--- config.mk ---
export PLATFORM = sky130hd
export DESIGN_NAME = window_dominant_color_vote_flat
export DESIGN_NICKNAME = d
export VERILOG_FILES = /design/src/rtl/wdcv_pkg.sv /design/src/rtl/wdcv_pixel_if.sv /design/src/rtl/wdcv_result_if.sv /design/src/rtl/window_dominant_color_vote.sv /design/src/rtl/wdcv_datapath.sv /design/src/rtl/wdcv_ctrl.sv /design/src/flat_wrapper.sv
export SDC_FILE = /design/constraint.sdc
export NUM_CORES = 1
export LEC_CHECK = 0
export ABC_CLOCK_PERIOD_IN_PS = 8250
export BUFFER_PORTS_ARGS = -buffer_cell sky130_fd_sc_hd__buf_4
export CAP_MARGIN = 20
export CORE_MARGIN = 1.5
export CORE_UTILIZATION = 63
export DETAILED_ROUTE_END_ITERATION = 10
export PLACE_DENSITY = 0.88
export SLEW_MARGIN = 0
export SYNTH_ARGS = -nofsm -noshare
export SYNTH_HDL_FRONTEND = slang
export SYNTH_SLANG_ARGS = --single-unit
--- constraint.sdc ---
create_clock -name clk -period 8.25 [get_ports clk]
set_clock_uncertainty 0.05 [all_clocks]
set_input_delay 0.4125 -clock clk [delete_from_list [all_inputs] [get_ports clk]]
set_output_delay 0.4125 -clock clk [all_outputs]
set_load 0.01 [all_outputs]
--- src/rtl/wdcv_pkg.sv ---
// Package for the window dominant color vote: widths, constants, codes and shared types.
`timescale 1ns / 1ps

package wdcv_pkg;

  localparam int CHAN_W            = 8;
  localparam int TALLY_W           = 17;
  localparam int VERDICT_W         = 2;
  localparam int MAX_WINDOW_PIXELS = 65536;
  localparam int TALLY_MAX         = (2 ** TALLY_W) - 1;
  localparam int TALLY_CAP_INT     = (MAX_WINDOW_PIXELS < TALLY_MAX) ?
                                     MAX_WINDOW_PIXELS : TALLY_MAX;
  localparam logic [TALLY_W-1:0] TALLY_CAP   = TALLY_W'(TALLY_CAP_INT);
  localparam logic [CHAN_W-1:0]  WHITE_RESET = 8'd245;

  localparam logic [VERDICT_W-1:0] VERDICT_RED   = 2'd0;
  localparam logic [VERDICT_W-1:0] VERDICT_GREEN = 2'd1;
  localparam logic [VERDICT_W-1:0] VERDICT_BLUE  = 2'd2;

  typedef logic [CHAN_W-1:0]    chan_t;
  typedef logic [TALLY_W-1:0]   tally_t;
  typedef logic [VERDICT_W-1:0] verdict_t;

  // Commands from the controller to the datapath.
  typedef struct packed {
    logic count_en;   // classify the accepted pixel and bump at most one tally
    logic load_out;   // compute the verdict and load the result register
    logic clear;      // zero the tallies
  } wdcv_cmd_t;

  // Status from the datapath to the controller.
  typedef struct packed {
    logic last_pixel; // the pixel on the input carries the end-of-window mark
  } wdcv_status_t;

  // Strict vote: red only when it beats both, green when it beats blue, else blue.
  function automatic verdict_t pick_color(input tally_t r, input tally_t g, input tally_t b);
    verdict_t v;
    if ((r > b) && (r > g)) begin
      v = VERDICT_RED;
    end else if (g > b) begin
      v = VERDICT_GREEN;
    end else begin
      v = VERDICT_BLUE;
    end
    return v;
  endfunction

  function automatic tally_t bump(input tally_t t);
    tally_t n;
    if (t < TALLY_CAP) begin
      n = t + tally_t'(1);
    end else begin
      n = TALLY_CAP;
    end
    return n;
  endfunction

endpackage

--- src/rtl/wdcv_pixel_if.sv ---
// Pixel channel interface: valid, ready and one RGB pixel with its end-of-window mark.
`timescale 1ns / 1ps

interface wdcv_pixel_if;
  import wdcv_pkg::*;

  logic  valid;
  logic  ready;
  chan_t blue;
  chan_t green;
  chan_t red;
  logic  last_pixel;

  modport source (output valid, output blue, output green, output red,
                  output last_pixel, input ready);
  modport sink   (input valid, input blue, input green, input red,
                  input last_pixel, output ready);
endinterface

--- src/rtl/wdcv_result_if.sv ---
// Result channel interface: valid, ready, the verdict and the three window counts.
`timescale 1ns / 1ps

interface wdcv_result_if;
  import wdcv_pkg::*;

  logic     valid;
  logic     ready;
  verdict_t verdict;
  tally_t   red_count;
  tally_t   green_count;
  tally_t   blue_count;

  modport source (output valid, output verdict, output red_count, output green_count,
                  output blue_count, input ready);
  modport sink   (input valid, input verdict, input red_count, input green_count,
                  input blue_count, output ready);
endinterface

--- src/rtl/window_dominant_color_vote.sv ---
// Top level of the window dominant color vote: controller, datapath and channel hookup.
`timescale 1ns / 1ps

// Channel   Direction  Contents
// pixels    in         blue, green, red (8 bit each), last_pixel
// results   out        verdict (2 bit), red_count, green_count, blue_count (17 bit each)
// config    in         white_level_we, white_level_wdata (8 bit)
//
// An ordinary pixel item is taken while the controller is in the count state; the tally
// update is a compare and a 17-bit increment that finish in the cycle the item is
// accepted. A pixel marked last leads into the vote state, in which the verdict is formed
// from the final tallies and loaded into the result register; no pixel is taken in that
// state, which holds while a previous result still waits there to be taken.
// Reset is synchronous and active high: tallies clear, white_level returns to 245.
// A stalled result holds in its register while the next window's pixels keep counting.

module window_dominant_color_vote (
  input  logic                 clk,
  input  logic                 rst,
  input  logic                 white_level_we,
  input  wdcv_pkg::chan_t      white_level_wdata,
  wdcv_pixel_if.sink           pixels,
  wdcv_result_if.source        results
);
  import wdcv_pkg::*;

  wdcv_cmd_t    cmd;
  wdcv_status_t status;

  // The controller owns the handshakes; the datapath only sees commands.
  wdcv_ctrl u_ctrl (
    .clk       (clk),
    .rst       (rst),
    .in_valid  (pixels.valid),
    .in_ready  (pixels.ready),
    .out_valid (results.valid),
    .out_ready (results.ready),
    .status    (status),
    .cmd       (cmd)
  );

  // The datapath classifies each pixel, keeps the tallies and holds the result item.
  wdcv_datapath u_datapath (
    .clk               (clk),
    .rst               (rst),
    .white_level_we    (white_level_we),
    .white_level_wdata (white_level_wdata),
    .blue              (pixels.blue),
    .green             (pixels.green),
    .red               (pixels.red),
    .last_pixel        (pixels.last_pixel),
    .cmd               (cmd),
    .status            (status),
    .verdict           (results.verdict),
    .red_count         (results.red_count),
    .green_count       (results.green_count),
    .blue_count        (results.blue_count)
  );

endmodule

--- src/rtl/wdcv_datapath.sv ---
// Datapath of the color vote: white level register, three tallies and the result register.
`timescale 1ns / 1ps

module wdcv_datapath (
  input  logic                  clk,
  input  logic                  rst,
  input  logic                  white_level_we,
  input  wdcv_pkg::chan_t       white_level_wdata,
  input  wdcv_pkg::chan_t       blue,
  input  wdcv_pkg::chan_t       green,
  input  wdcv_pkg::chan_t       red,
  input  logic                  last_pixel,
  input  wdcv_pkg::wdcv_cmd_t   cmd,
  output wdcv_pkg::wdcv_status_t status,
  output wdcv_pkg::verdict_t    verdict,
  output wdcv_pkg::tally_t      red_count,
  output wdcv_pkg::tally_t      green_count,
  output wdcv_pkg::tally_t      blue_count
);
  import wdcv_pkg::*;

  chan_t    white_level;
  tally_t   red_tally, green_tally, blue_tally;
  tally_t   red_tally_next, green_tally_next, blue_tally_next;
  logic     is_white;
  verdict_t pixel_color;

  assign status.last_pixel = last_pixel;

  assign is_white    = (red > white_level) && (green > white_level) && (blue > white_level);
  assign pixel_color = pick_color(tally_t'(red), tally_t'(green), tally_t'(blue));

  always_comb begin
    red_tally_next   = red_tally;
    green_tally_next = green_tally;
    blue_tally_next  = blue_tally;
    if (cmd.clear) begin
      red_tally_next   = '0;
      green_tally_next = '0;
      blue_tally_next  = '0;
    end else if (cmd.count_en && !is_white) begin
      unique case (pixel_color)
        VERDICT_RED:   red_tally_next   = bump(red_tally);
        VERDICT_GREEN: green_tally_next = bump(green_tally);
        default:       blue_tally_next  = bump(blue_tally);
      endcase
    end
  end

  always_ff @(posedge clk) begin
    if (rst) begin
      white_level <= WHITE_RESET;
      red_tally   <= '0;
      green_tally <= '0;
      blue_tally  <= '0;
    end else begin
      if (white_level_we) begin
        white_level <= white_level_wdata;
      end
      red_tally   <= red_tally_next;
      green_tally <= green_tally_next;
      blue_tally  <= blue_tally_next;
    end
  end

  always_ff @(posedge clk) begin
    if (cmd.load_out) begin
      verdict     <= pick_color(red_tally, green_tally, blue_tally);
      red_count   <= red_tally;
      green_count <= green_tally;
      blue_count  <= blue_tally;
    end
  end

  a_tally_cap: assert property (@(posedge clk) disable iff (rst)
    (red_tally <= TALLY_CAP) && (green_tally <= TALLY_CAP) && (blue_tally <= TALLY_CAP))
    else $error("tally above its saturation cap");

  a_clear_zero: assert property (@(posedge clk) disable iff (rst)
    cmd.clear |=> (red_tally == '0) && (green_tally == '0) && (blue_tally == '0))
    else $error("tallies not cleared after the vote");

endmodule

--- src/rtl/wdcv_ctrl.sv ---
// Controller of the color vote: count and vote states and the result valid flag.
`timescale 1ns / 1ps

module wdcv_ctrl (
  input  logic                   clk,
  input  logic                   rst,
  input  logic                   in_valid,
  output logic                   in_ready,
  output logic                   out_valid,
  input  logic                   out_ready,
  input  wdcv_pkg::wdcv_status_t status,
  output wdcv_pkg::wdcv_cmd_t    cmd
);
  import wdcv_pkg::*;

  typedef enum logic [1:0] {
    S_COUNT = 2'b01,
    S_VOTE  = 2'b10
  } state_t;

  state_t state, state_next;
  logic   out_valid_next;
  logic   in_take;
  logic   slot_free;

  assign slot_free = !out_valid || out_ready;
  assign in_ready  = (state == S_COUNT);
  assign in_take   = in_valid && in_ready;

  always_comb begin
    state_next     = state;
    out_valid_next = out_valid && !out_ready;
    cmd            = '0;
    unique case (state)
      S_COUNT: begin
        cmd.count_en = in_take;
        if (in_take && status.last_pixel) begin
          state_next = S_VOTE;
        end
      end
      S_VOTE: begin
        // The tallies now hold the whole window; wait for room in the result register.
        if (slot_free) begin
          cmd.load_out   = 1'b1;
          cmd.clear      = 1'b1;
          out_valid_next = 1'b1;
          state_next     = S_COUNT;
        end
      end
      default: begin
        state_next = S_COUNT;
      end
    endcase
  end

  always_ff @(posedge clk) begin
    if (rst) begin
      state     <= S_COUNT;
      out_valid <= 1'b0;
    end else begin
      state     <= state_next;
      out_valid <= out_valid_next;
    end
  end

  a_load_sets_valid: assert property (@(posedge clk) disable iff (rst)
    cmd.load_out |=> out_valid)
    else $error("result loaded but not presented");

  a_no_overwrite: assert property (@(posedge clk) disable iff (rst)
    cmd.load_out |-> slot_free)
    else $error("pending result overwritten");

  a_vote_after_last: assert property (@(posedge clk) disable iff (rst)
    (in_take && status.last_pixel) |=> (state == S_VOTE) && !in_ready)
    else $error("no vote after the last pixel of a window");

  a_held_result: assert property (@(posedge clk) disable iff (rst)
    (out_valid && !out_ready) |=> out_valid)
    else $error("stalled result dropped");

endmodule
--- src/flat_wrapper.sv ---
// flat-port wrapper written by rule: the top's interface ports become plain ports
module window_dominant_color_vote_flat import wdcv_pkg::*;
  (clk, rst, white_level_we, white_level_wdata, pixels_valid, pixels_blue, pixels_green, pixels_red, pixels_last_pixel, pixels_ready, results_valid, results_verdict, results_red_count, results_green_count, results_blue_count, results_ready);
  wdcv_pixel_if pixels_i ();
  wdcv_result_if results_i ();
  input  logic clk;
  input  logic rst;
  input  logic white_level_we;
  input  wdcv_pkg::chan_t white_level_wdata;
  input wire logic [$bits(pixels_i.valid)-1:0] pixels_valid;
  input wire logic [$bits(pixels_i.blue)-1:0] pixels_blue;
  input wire logic [$bits(pixels_i.green)-1:0] pixels_green;
  input wire logic [$bits(pixels_i.red)-1:0] pixels_red;
  input wire logic [$bits(pixels_i.last_pixel)-1:0] pixels_last_pixel;
  output wire logic [$bits(pixels_i.ready)-1:0] pixels_ready;
  output wire logic [$bits(results_i.valid)-1:0] results_valid;
  output wire logic [$bits(results_i.verdict)-1:0] results_verdict;
  output wire logic [$bits(results_i.red_count)-1:0] results_red_count;
  output wire logic [$bits(results_i.green_count)-1:0] results_green_count;
  output wire logic [$bits(results_i.blue_count)-1:0] results_blue_count;
  input wire logic [$bits(results_i.ready)-1:0] results_ready;
  assign pixels_i.valid = pixels_valid;
  assign pixels_i.blue = pixels_blue;
  assign pixels_i.green = pixels_green;
  assign pixels_i.red = pixels_red;
  assign pixels_i.last_pixel = pixels_last_pixel;
  assign pixels_ready = pixels_i.ready;
  assign results_valid = results_i.valid;
  assign results_verdict = results_i.verdict;
  assign results_red_count = results_i.red_count;
  assign results_green_count = results_i.green_count;
  assign results_blue_count = results_i.blue_count;
  assign results_i.ready = results_ready;
  window_dominant_color_vote u_core (.clk(clk), .rst(rst), .white_level_we(white_level_we), .white_level_wdata(white_level_wdata), .pixels(pixels_i), .results(results_i));
endmodule
Word-level counts from Yosys, hierarchy flattened --
Index checks and enable logic that the tools add are counted.
Word-level totals: input bits 38, logic and storage cells 64, flip-flop bits (word level) 115
Cells by class: $lt $le $gt $ge 12, bitwise gates (word level) 1, reduce and logical (&&, ||, !) cells 19, equal/unequal tests 5, multiplexer cells 14, add/subtract/negate cells 3
Operators with widths (count):
- $add A17 B1 Y17 const B | 3
- $gt A17 B17 Y1 | 3
- $lt A17 B17 Y1 const B | 3
- $mux W17 | 3
- $gt A8 B8 Y1 | 6
- $mux W2 | 7
- $logic_and A1 B1 Y1 | 8
- $reduce_and A2 Y1 | 4
- $eq A2 B1 Y1 const B | 2
- $pmux W2 S2 | 1
- $reduce_or A2 Y1 | 2
- $logic_not A1 Y1 | 3
- $mux W1 | 3
- $eq A2 B2 Y1 const B | 1
- $logic_not A2 Y1 | 1
- $ne A2 B1 Y1 const B | 1
- $ne A2 B2 Y1 const B | 1
- $logic_or A1 B1 Y1 | 1
- $not A1 Y1 | 1

Depth between registers and ports, before layout --
Gate-level depths: netlist (run 1).
depth after elaboration 7, mapped depth 11

Modules after synthesis --
From an unflattened synthesis (run 1), not the netlist that was laid out.
Unflattened totals: cells, all modules 775, area total of the unflattened synthesis 7393.3 um^2
By module, submodules not included:
- wdcv_datapath | times used 1, area an instance 7254.5 um^2, cells each 761
- wdcv_ctrl | times used 1, area an instance 138.9 um^2, cells each 14

Worst setup path after synthesis (run 1) --
Ideal clock, no wire load.
kind register to register, from reg u_core.u_ctrl.state[0], to reg u_core.u_datapath.green_tally[12], setup time 0.117 ns, stages on the path, launching flop included 6, clock period less this slack 4.011 ns, arrival 3.844 ns, buffers on the path 1, data required time 8.083 ns, setup slack 4.239 ns, cells stage by stage dfxtp_1 -> nand2b_1 -> nor2_1 -> nor2_1 -> clkbuf_1 -> a32o_1
RTL lines:
- from (decl) | RTL line wdcv_ctrl.sv:21 | state_t state, state_next;
- from (signal assigned) | RTL line wdcv_ctrl.sv:61 | state <= state_next;
- to (signal assigned) | RTL line wdcv_datapath.sv:61 | green_tally <= green_tally_next;
- to (decl) | RTL line wdcv_datapath.sv:23 | tally_t red_tally, green_tally, blue_tally;

Worst setup path in the final report (run 1) --
from reg u_core.u_datapath.white_level[1], to reg u_core.u_datapath.blue_tally[12]
Between the ends: longest elaborated chain between the ends 6, elaborated cells between the ends (all ways) 8, those cells by class order compare (3); reduce/logical (5)
RTL lines:
- from (decl) | RTL line wdcv_datapath.sv:22 | chan_t white_level;
- from (signal assigned) | RTL line wdcv_datapath.sv:58 | white_level <= white_level_wdata;
- $gt A8 B8 Y1 | RTL line wdcv_datapath.sv:30 | assign is_white = (red > white_level) && (green > white_level) && (blue > white_level);
- $logic_and A1 B1 Y1 | RTL line wdcv_datapath.sv:30
- $logic_and A1 B1 Y1 * | RTL line wdcv_datapath.sv:30
- $logic_not A1 Y1 * | RTL line wdcv_datapath.sv:41 | end else if (cmd.count_en && !is_white) begin
- $logic_and A1 B1 Y1 * | RTL line wdcv_datapath.sv:41
- $reduce_and A2 Y1 (no source line) *
- to (signal assigned) | RTL line wdcv_datapath.sv:62 | blue_tally <= blue_tally_next;
- to (decl) | RTL line wdcv_datapath.sv:23
Mark *: on every way between the ends. The rest lies on a longest branch, timed or not. A chain may end at the register's enable or synchronous reset.

==> results of run 1 <==
## cell usage in the layout, fill, tap and decap left out, drive strengths merged, types with 5 or more instances in the layout
master	synthesis	routed
a211oi	7	7
clkbuf	17	21
inv	61	61
nor3	24	24
nand2	38	38
a21oi	44	44
o22ai	6	6
o21ai	40	40
ha	102	102
o311ai	21	21
a21o	18	18
o211ai	13	13
nor2b	11	11
a31oi	13	13
edfxtp	53	53
dfxtp	62	62
clkinv	1	7
o41ai	8	8
and3	13	13
nand3b	5	5
nor4	7	7
nand4	34	34
nor2	41	41
nand3	36	36
buf	9	98
## kinds of logic (layout without fill, tap and decap cells)
kind of cell | after synthesis | count (layout)
buf+inv | 88 | 192
compound gates | 204 | 204
mux | 3 | 3
fa+ha+maj | 102 | 102
simple gates | 226 | 226
flops | 115 | 115
## layer usage
metal	vias up	global-route usage	wire, um
met5	-	0	0
met4	0	0.199	824
met3	87	0.0895	2070
met2	432	0.559	9610
met1	3125	0.429	7690
li1	3025	-	-
## area by class of cell
| class | count | share of cell area |
|---|---|---|
| sequential | 115 | 0.331 |
| tap | 140 | 0.0204 |
| timing repair buffer | 98 | 0.0874 |
| inverter | 62 | 0.0272 |
| multi-input combinational | 535 | 0.467 |
| clock buffer | 21 | 0.0514 |
| clock inverter | 11 | 0.0159 |
## worst max-delay path, cell delays in order (launching register included)
cell	delay [ps]
dfxtp_1	340
inv_1	90
ha_1	290
nor2b_1	150
o211ai_2	140
a21oi_1	120
o31ai_4	290
o31a_1	670
nand3_1	530
o41ai_1	430
## stage by stage
step                utilization  setup slack [ps]  hold slack [ps]
global placement          0.724              5120              412
finish                    0.780              5040              155
global route              0.780              4870              160
CTS                       0.777              5100              150
floorplan                     -              4240              356
detailed placement        0.725              5000              401
## worst max-delay path by stage
stage,from,cells past startpoint,endpoint
global placement,pixels_red[1],9,u_core.u_datapath.blue_tally[12]$_SDFFE_PP0P_
CTS,u_core.u_datapath.white_level[1]$_SDFFE_PP0P_,9,u_core.u_datapath.blue_tally[12]$_SDFFE_PP0P_
finish,u_core.u_datapath.white_level[1]$_SDFFE_PP0P_,9,u_core.u_datapath.blue_tally[12]$_SDFFE_PP0P_
global route,u_core.u_datapath.white_level[1]$_SDFFE_PP0P_,9,u_core.u_datapath.blue_tally[12]$_SDFFE_PP0P_
floorplan,u_core.u_ctrl.state[0]$_SDFFE_PP1P_,5,u_core.u_datapath.green_tally[12]$_SDFFE_PP0P_
detailed placement,pixels_green[1],9,u_core.u_datapath.blue_tally[12]$_SDFFE_PP0P_
## cell usage after synthesis (3+ instances only)
cell	instances
o21ai_1	28
buf_2	6
nor2_1	41
edfxtp_1	53
nor3_1	23
nor4_1	5
or4_1	4
o211ai_1	10
a31oi_1	13
nand3_1	34
o41ai_2	3
o21a_1	4
a211oi_1	5
inv_1	59
o41ai_1	5
nand4_1	33
nand2b_1	4
o311a_1	3
a31o_2	3
a41o_1	4
clkbuf_1	17
ha_1	102
mux2i_1	3
a211o_1	3
o211ai_2	3
o311ai_1	21
nor2b_1	11
o22ai_1	6
and3_1	12
a21oi_1	42
dfxtp_1	62
a21o_1	18
nand3b_1	5
o21ai_0	12
nand2_1	38
## state kept, by name, summed over array words and instances (netlist names)
signal / count
u_core.u_ctrl.out_valid: 1
u_core.u_ctrl.state: 2
u_core.u_datapath.blue_count: 17
u_core.u_datapath.blue_tally: 17
u_core.u_datapath.green_count: 17
u_core.u_datapath.green_tally: 17
u_core.u_datapath.red_count: 17
u_core.u_datapath.red_tally: 17
u_core.u_datapath.verdict: 2
u_core.u_datapath.white_level: 8
## power by group
group | total (mW) | switching, mW | internal [mW]
clock | 0.728 | 0.258 | 0.470
combinational | 0.163 | 0.103 | 0.0606
sequential | 0.605 | 0.00590 | 0.599
==> impl_metrics.csv, run 1 <==
group,metric,value,unit
route,drc,0,
placement,gp_congestion,0.912,
final_layout,diodes,0,
grt,grt_pass1_vias,6542,
die,die_x,110,um
critical_path,path_class,"flop to flop",
critical_path,rr_endpoint,"u_core.u_datapath.blue_tally[12]$_SDFFE_PP0P_",
timing,fin_crit_sh,0.389,
clocking,cts-htree-levels,4,
placement,dpl.hpwl,14.0,mm
yosys,yosys.cell_types.count,66,
flow_run,max-cap-violations,0,
yosys,synthMuxAreaShare,0.00419,
final_layout,drive_above_1_share,0.185,
die,pin_count,93,
timing,max-slew-margin-rel,0.358,
yosys,synth_enable_flop_cells,53,
route,routed-via-count,6669,
placement,port_buffers,92,
grt,antenna_found_initial,0,
yosys,synthSimpleGateAreaFrac,0.168,
die,die-area,12000,um^2
clocking,clk_path_buf_depth,2,
yosys,dominantRegCellSynth,"dfxtp_1",
clocking,clk_latency,420,ps
critical_path,arrival,3470,ps
final_layout,ff_latch_area,2830,um^2
timing,final-hold-violation-count,0,
grt,grt_max_degree,56,
timing,setup-tns-final,0,ps
grt,grt_pass1_wl,32.0,mm
die,die_h,110,um
grt,grt_use_total,0.350,
clocking,clock_sinks,115,
timing,fmax,312,MHz
route,ant_nets,0,
grt,grt_overflow,0,
critical_path,rrSetupSlack,5040,ps
yosys,ys_ff_latch,115,
final_layout,post-route-cell-area,8570,um^2
clocking,tritoncts,"done",
final_layout,n_fill_cell,711,
pwr,leakagePower,3.64,nW
critical_path,worstSetupEndpointType,"flop",
pwr,vdd_drop_max,0.161,mV
pwr,powerDensity,175,nW/um^2
yosys,synth_compound_area_frac,0.205,
yosys,yosys.area.top_type_share,0.222,
outcome,status,"finished, final reports clean",
worst_hold_path,hold_depth,3,
yosys,ys_async_sr_fraction,0,
die,core.rowCount,38,
yosys,syn_avg_cell_area,9.71,um^2
worst_hold_path,hold_end,"u_core.u_datapath.white_level[7]$_SDFFE_PP1P_",
route,routed_wl,20.2,mm
yosys,synth_top_family_by_area,"compound AO/OA/AOI/OAI gates",
critical_path,startpoint_type,"flop",
route,wire_per_inst,20.6,um
route,viasPerCell,6.79,
yosys,postSynthCellCount,738,
timing,finalSetupViolCount,0,
worst_hold_path,hold_start,"white_level_wdata[7]",
die,start_util,0.653,
pwr,total_power,1.50,mW
final_layout,multi_input_area,4000,um^2
yosys,yosysWarnings,0,
critical_path,path_max_fanout,17,
timing,min_period,3210,ps
route,drt_iter0_markers,545,
clocking,ctsResizeCount,0,
placement,placed_cell_area,7960,um^2
timing,max_slew.worst_pin.slew,955,ps
critical_path,crit_required,8510,ps
placement,dp_cells,948,
final_layout,nNetsFinal,969,
yosys,synth_area,7170,um^2
critical_path,reg2reg_from,"u_core.u_datapath.white_level[1]$_SDFFE_PP0P_",
clocking,root_buffer,"clkbuf_16",
clocking,cts_inserted_buffers,17,
yosys,synthXorXnorAreaFrac,0,
clocking,postCtsSetupRepairBufs,0,
yosys,synthesis.nets,878,
yosys,synth_top_area_cell,"edfxtp_1",
clocking,ctsHoldBuffers,0,
route,first_pass_iters,7,
yosys,ys_seq_area_frac,0.395,
final_layout,syn_to_final_growth,19.5,%
yosys,synth-adder-area-share,0.178,
critical_path,rr_worst_depth,9,
die,core,11000,um^2
timing,maxSlewViolCount,0,
worst_hold_path,holdCritPathClass,"input port to flop",
timing,rsz0062_at_grt,"no",
clocking,clk_pin_slew,50,ps
final_layout,final_cells,982,
yosys,synthTopCellsByArea,"edfxtp_1 (22%), ha_1 (18%), dfxtp_1 (17%)",
No activity file was read; power rests on OpenSTA's default activity.
==> run 2, diff against run 1 <==
- ABC_AREA: default -> 1
- ABC_CLOCK_PERIOD_IN_PS: 8250 -> 3300
- CORE_UTILIZATION: 63 -> 59
- PLACE_DENSITY: 0.88 -> 0.83
- clock period: 8.25 -> 3.3 ns (I/O delays scaled with it)
==> impl_metrics.csv, run 2 <==
group,metric,value,unit
final_layout,syn_to_final_growth,20.9,%
grt,grt_use_total,0.299,
clocking,clock_sinks,115,
critical_path,reg2reg_from,"u_core.u_datapath.white_level[7]$_SDFFE_PP1P_",
timing,max_slew.worst_pin.slew,991,ps
timing,finalWorstSetupSlack,898,ps
final_layout,post-route-util,0.734,
final_layout,nNetsFinal,1252,
critical_path,path_class,"flop to flop",
route,routed_wl,19.1,mm
pwr,switchingPower,1.21,mW
die,core,12700,um^2
die,die_h,117,um
final_layout,drive_above_1_share,0.143,
timing,final-hold-violation-count,0,
pwr,p_clk_frac,0.441,
critical_path,crit_required,3510,ps
yosys,synth_top_area_cell,"edfxtp_1",
die,die-area,13700,um^2
die,die_x,117,um
route,first_pass_iters,5,
route,routed-via-count,7191,
clocking,root_buffer,"clkbuf_16",
clocking,cts_inserted_buffers,17,
pwr,leakagePower,4.24,nW
final_layout,final_common_cell,"nand2_1",
route,wire_per_inst,14.8,um
yosys,synth_area,7700,um^2
placement,place_ws,964,ps
yosys,ys_async_sr_fraction,0,
yosys,syn_avg_cell_area,7.72,um^2
yosys,synth_common_cells,"nand2_1 (213), inv_1 (121), nor2_1 (114), ha_1 (102)",
grt,grt_pass1_wl,31.4,mm
clocking,tritoncts,"done",
pwr,vdd_drop_max,0.354,mV
yosys,ys_ff_latch,115,
timing,max-slew-margin-rel,0.338,
die,start_util,0.607,
critical_path,endpoint,"u_core.u_datapath.red_tally[8]$_SDFFE_PP0P_",
worst_hold_path,holdCritPathClass,"input port to flop",
yosys,dominantRegCellSynth,"dfxtp_1",
yosys,postSynthCellCount,997,
pwr,seqPwrFrac,0.381,
flow_run,max-cap-violations,0,
pwr,powerDensity,454,nW/um^2
placement,gp_congestion,0.968,
critical_path,rr_endpoint,"u_core.u_datapath.red_tally[8]$_SDFFE_PP0P_",
timing,finalSetupViolCount,0,
critical_path,arrival,2610,ps
final_layout,diodes,0,
pwr,internal-power,3.01,mW
timing,fmax,416,MHz
grt,antenna_found_initial,0,
route,drc,0,
timing,fin_crit_sh,0.728,
outcome,status,"finished, final reports clean",
die,core.rowCount,41,
route,ant_nets,0,
critical_path,path_max_fanout,18,
placement,dpl.hpwl,13.9,mm
clocking,clk_path_buf_depth,2,
final_layout,n_fill_cell,977,
clocking,cts-htree-levels,4,
critical_path,crit_start,"u_core.u_datapath.white_level[7]$_SDFFE_PP1P_",
timing,min_period,2400,ps
pwr,comb_power_share,0.179,
timing,rsz0062_at_grt,"no",
critical_path,startpoint_type,"flop",
critical_path,cp_cell_sequence,"inv_1, ha_1, nand2_1, nor2_1, nand2_1, nand2_1, nor2_1, nand2_1, nor2_2, nor2_4, nand2_2, nand2_1, a21oi_1",
yosys,synth_enable_flop_cells,53,
yosys,yosys.cell_types.count,42,
critical_path,rr_worst_depth,13,
yosys,yosysWarnings,0,
timing,setup-tns-final,0,ps
route,viasPerCell,5.54,
placement,port_buffers,92,
pwr,switching_share,0.287,
critical_path,path_common_cell,"nand2_1",
timing,whs,20.4,ps
critical_path,worstSetupEndpointType,"flop",
die,pin_count,93,
yosys,yosys.area.top_type_share,0.207,
clocking,clk_latency,430,ps
clocking,clk_pin_slew,60,ps
final_layout,final_cell_mix,"nand2_1 (213), inv_1 (121), nor2_1 (113)",
final_layout,ff_latch_area,2830,um^2
yosys,synthTopCellsByArea,"edfxtp_1 (21%), ha_1 (17%), dfxtp_1 (16%)",
grt,grt_overflow,0,
grt,grt_pass1_vias,6621,
timing,maxSlewViolCount,0,
grt,grt_max_degree,54,
yosys,yosysMostFrequentCell,"nand2_1",
final_layout,multi_input_area,4220,um^2
yosys,synthesis.nets,1137,
critical_path,slowest_stage,"nor2_4",
critical_path,critPathMaxStageDelay,410,ps
yosys,ys_seq_area_frac,0.368,
critical_path,rrSetupSlack,900,ps
route,drt_iter0_markers,625,
[run 2: critical path: cells and delay by family (launching register included)]
kind	cells	cell delay, ps
adders and majority gates	1	320
DFF	1	300
buffers and inverters	1	80
AOI/OAI and AO/OA	1	80
and+or+nand+nor	10	1400
[run 2: cell families (layout without fill, tap and decap cells)]
logic type / Yosys count / after routing / share of synthesized area
adder cells (fa/ha/maj): 102 / 102 / 0.166
buffers and inverters: 150 / 278 / 0.0853
AND/OR/NAND/NOR: 477 / 477 / 0.270
flip-flops: 115 / 115 / 0.368
XOR/XNOR: 6 / 6 / 0.00683
AO/OA/AOI/OAI: 147 / 147 / 0.105
[run 2: worst min path at each step]
stage                                    start                                            end  slack, ps  cells past startpoint
after floorplan                            rst  u_core.u_datapath.white_level[2]$_SDFFE_PP1P_        210                      2
after global placement    white_level_wdata[0]  u_core.u_datapath.white_level[0]$_SDFFE_PP1P_        330                      3
after detailed placement  white_level_wdata[0]  u_core.u_datapath.white_level[0]$_SDFFE_PP1P_        330                      3
after CTS                                  rst  u_core.u_datapath.white_level[0]$_SDFFE_PP1P_          4                      3
after global routing                       rst  u_core.u_datapath.white_level[0]$_SDFFE_PP1P_         40                      3
final                                      rst  u_core.u_datapath.white_level[0]$_SDFFE_PP1P_         20                      3
[run 2: power groups by stage]
stage          Combinational [mW]  Sequential, mW  Clock (mW)
6_report                    0.755            1.61        1.86
5_1_grt                     0.858            1.61        1.95
4_1_cts                     0.744            1.61        1.88
3_5_place_dp                0.711            1.64           0
3_3_place_gp                0.688            1.63           0
2_1_floorplan               0.548            1.61           0
[run 2: timing repair]
action                    in CTS  in global routing
hold buffers                  19                  0
resized for setup              0                  0
setup buffers                  0                  0
hold endpoints to repair       8                  0
[run 2: stage by stage]
step | std cells | power, mW | cell area (um^2)
after detailed placement | 1246 | 2.35 | 8500
after global placement | 1246 | 2.32 | 8500
final | 1297 | 4.23 | 9310
after global routing | 1297 | 4.42 | 9310
after floorplan | 997 | 2.16 | 7710
after CTS | 1297 | 4.23 | 9310
[run 2: layer usage]
| metal | global-route usage | wire [um] |
|---|---|---|
| met5 | 0 | 0 |
| met1 | 0.374 | 7960 |
| met3 | 0.0783 | 1590 |
| met2 | 0.489 | 9020 |
| met4 | 0.128 | 560 |
[run 2: cell type report]
class                      count  area share
sequential                   115       0.304
tap                          172      0.0231
timing repair buffer         119       0.101
clock inverter                11      0.0121
multi-input combinational    732       0.454
inverter                     127      0.0514
clock buffer                  21      0.0542
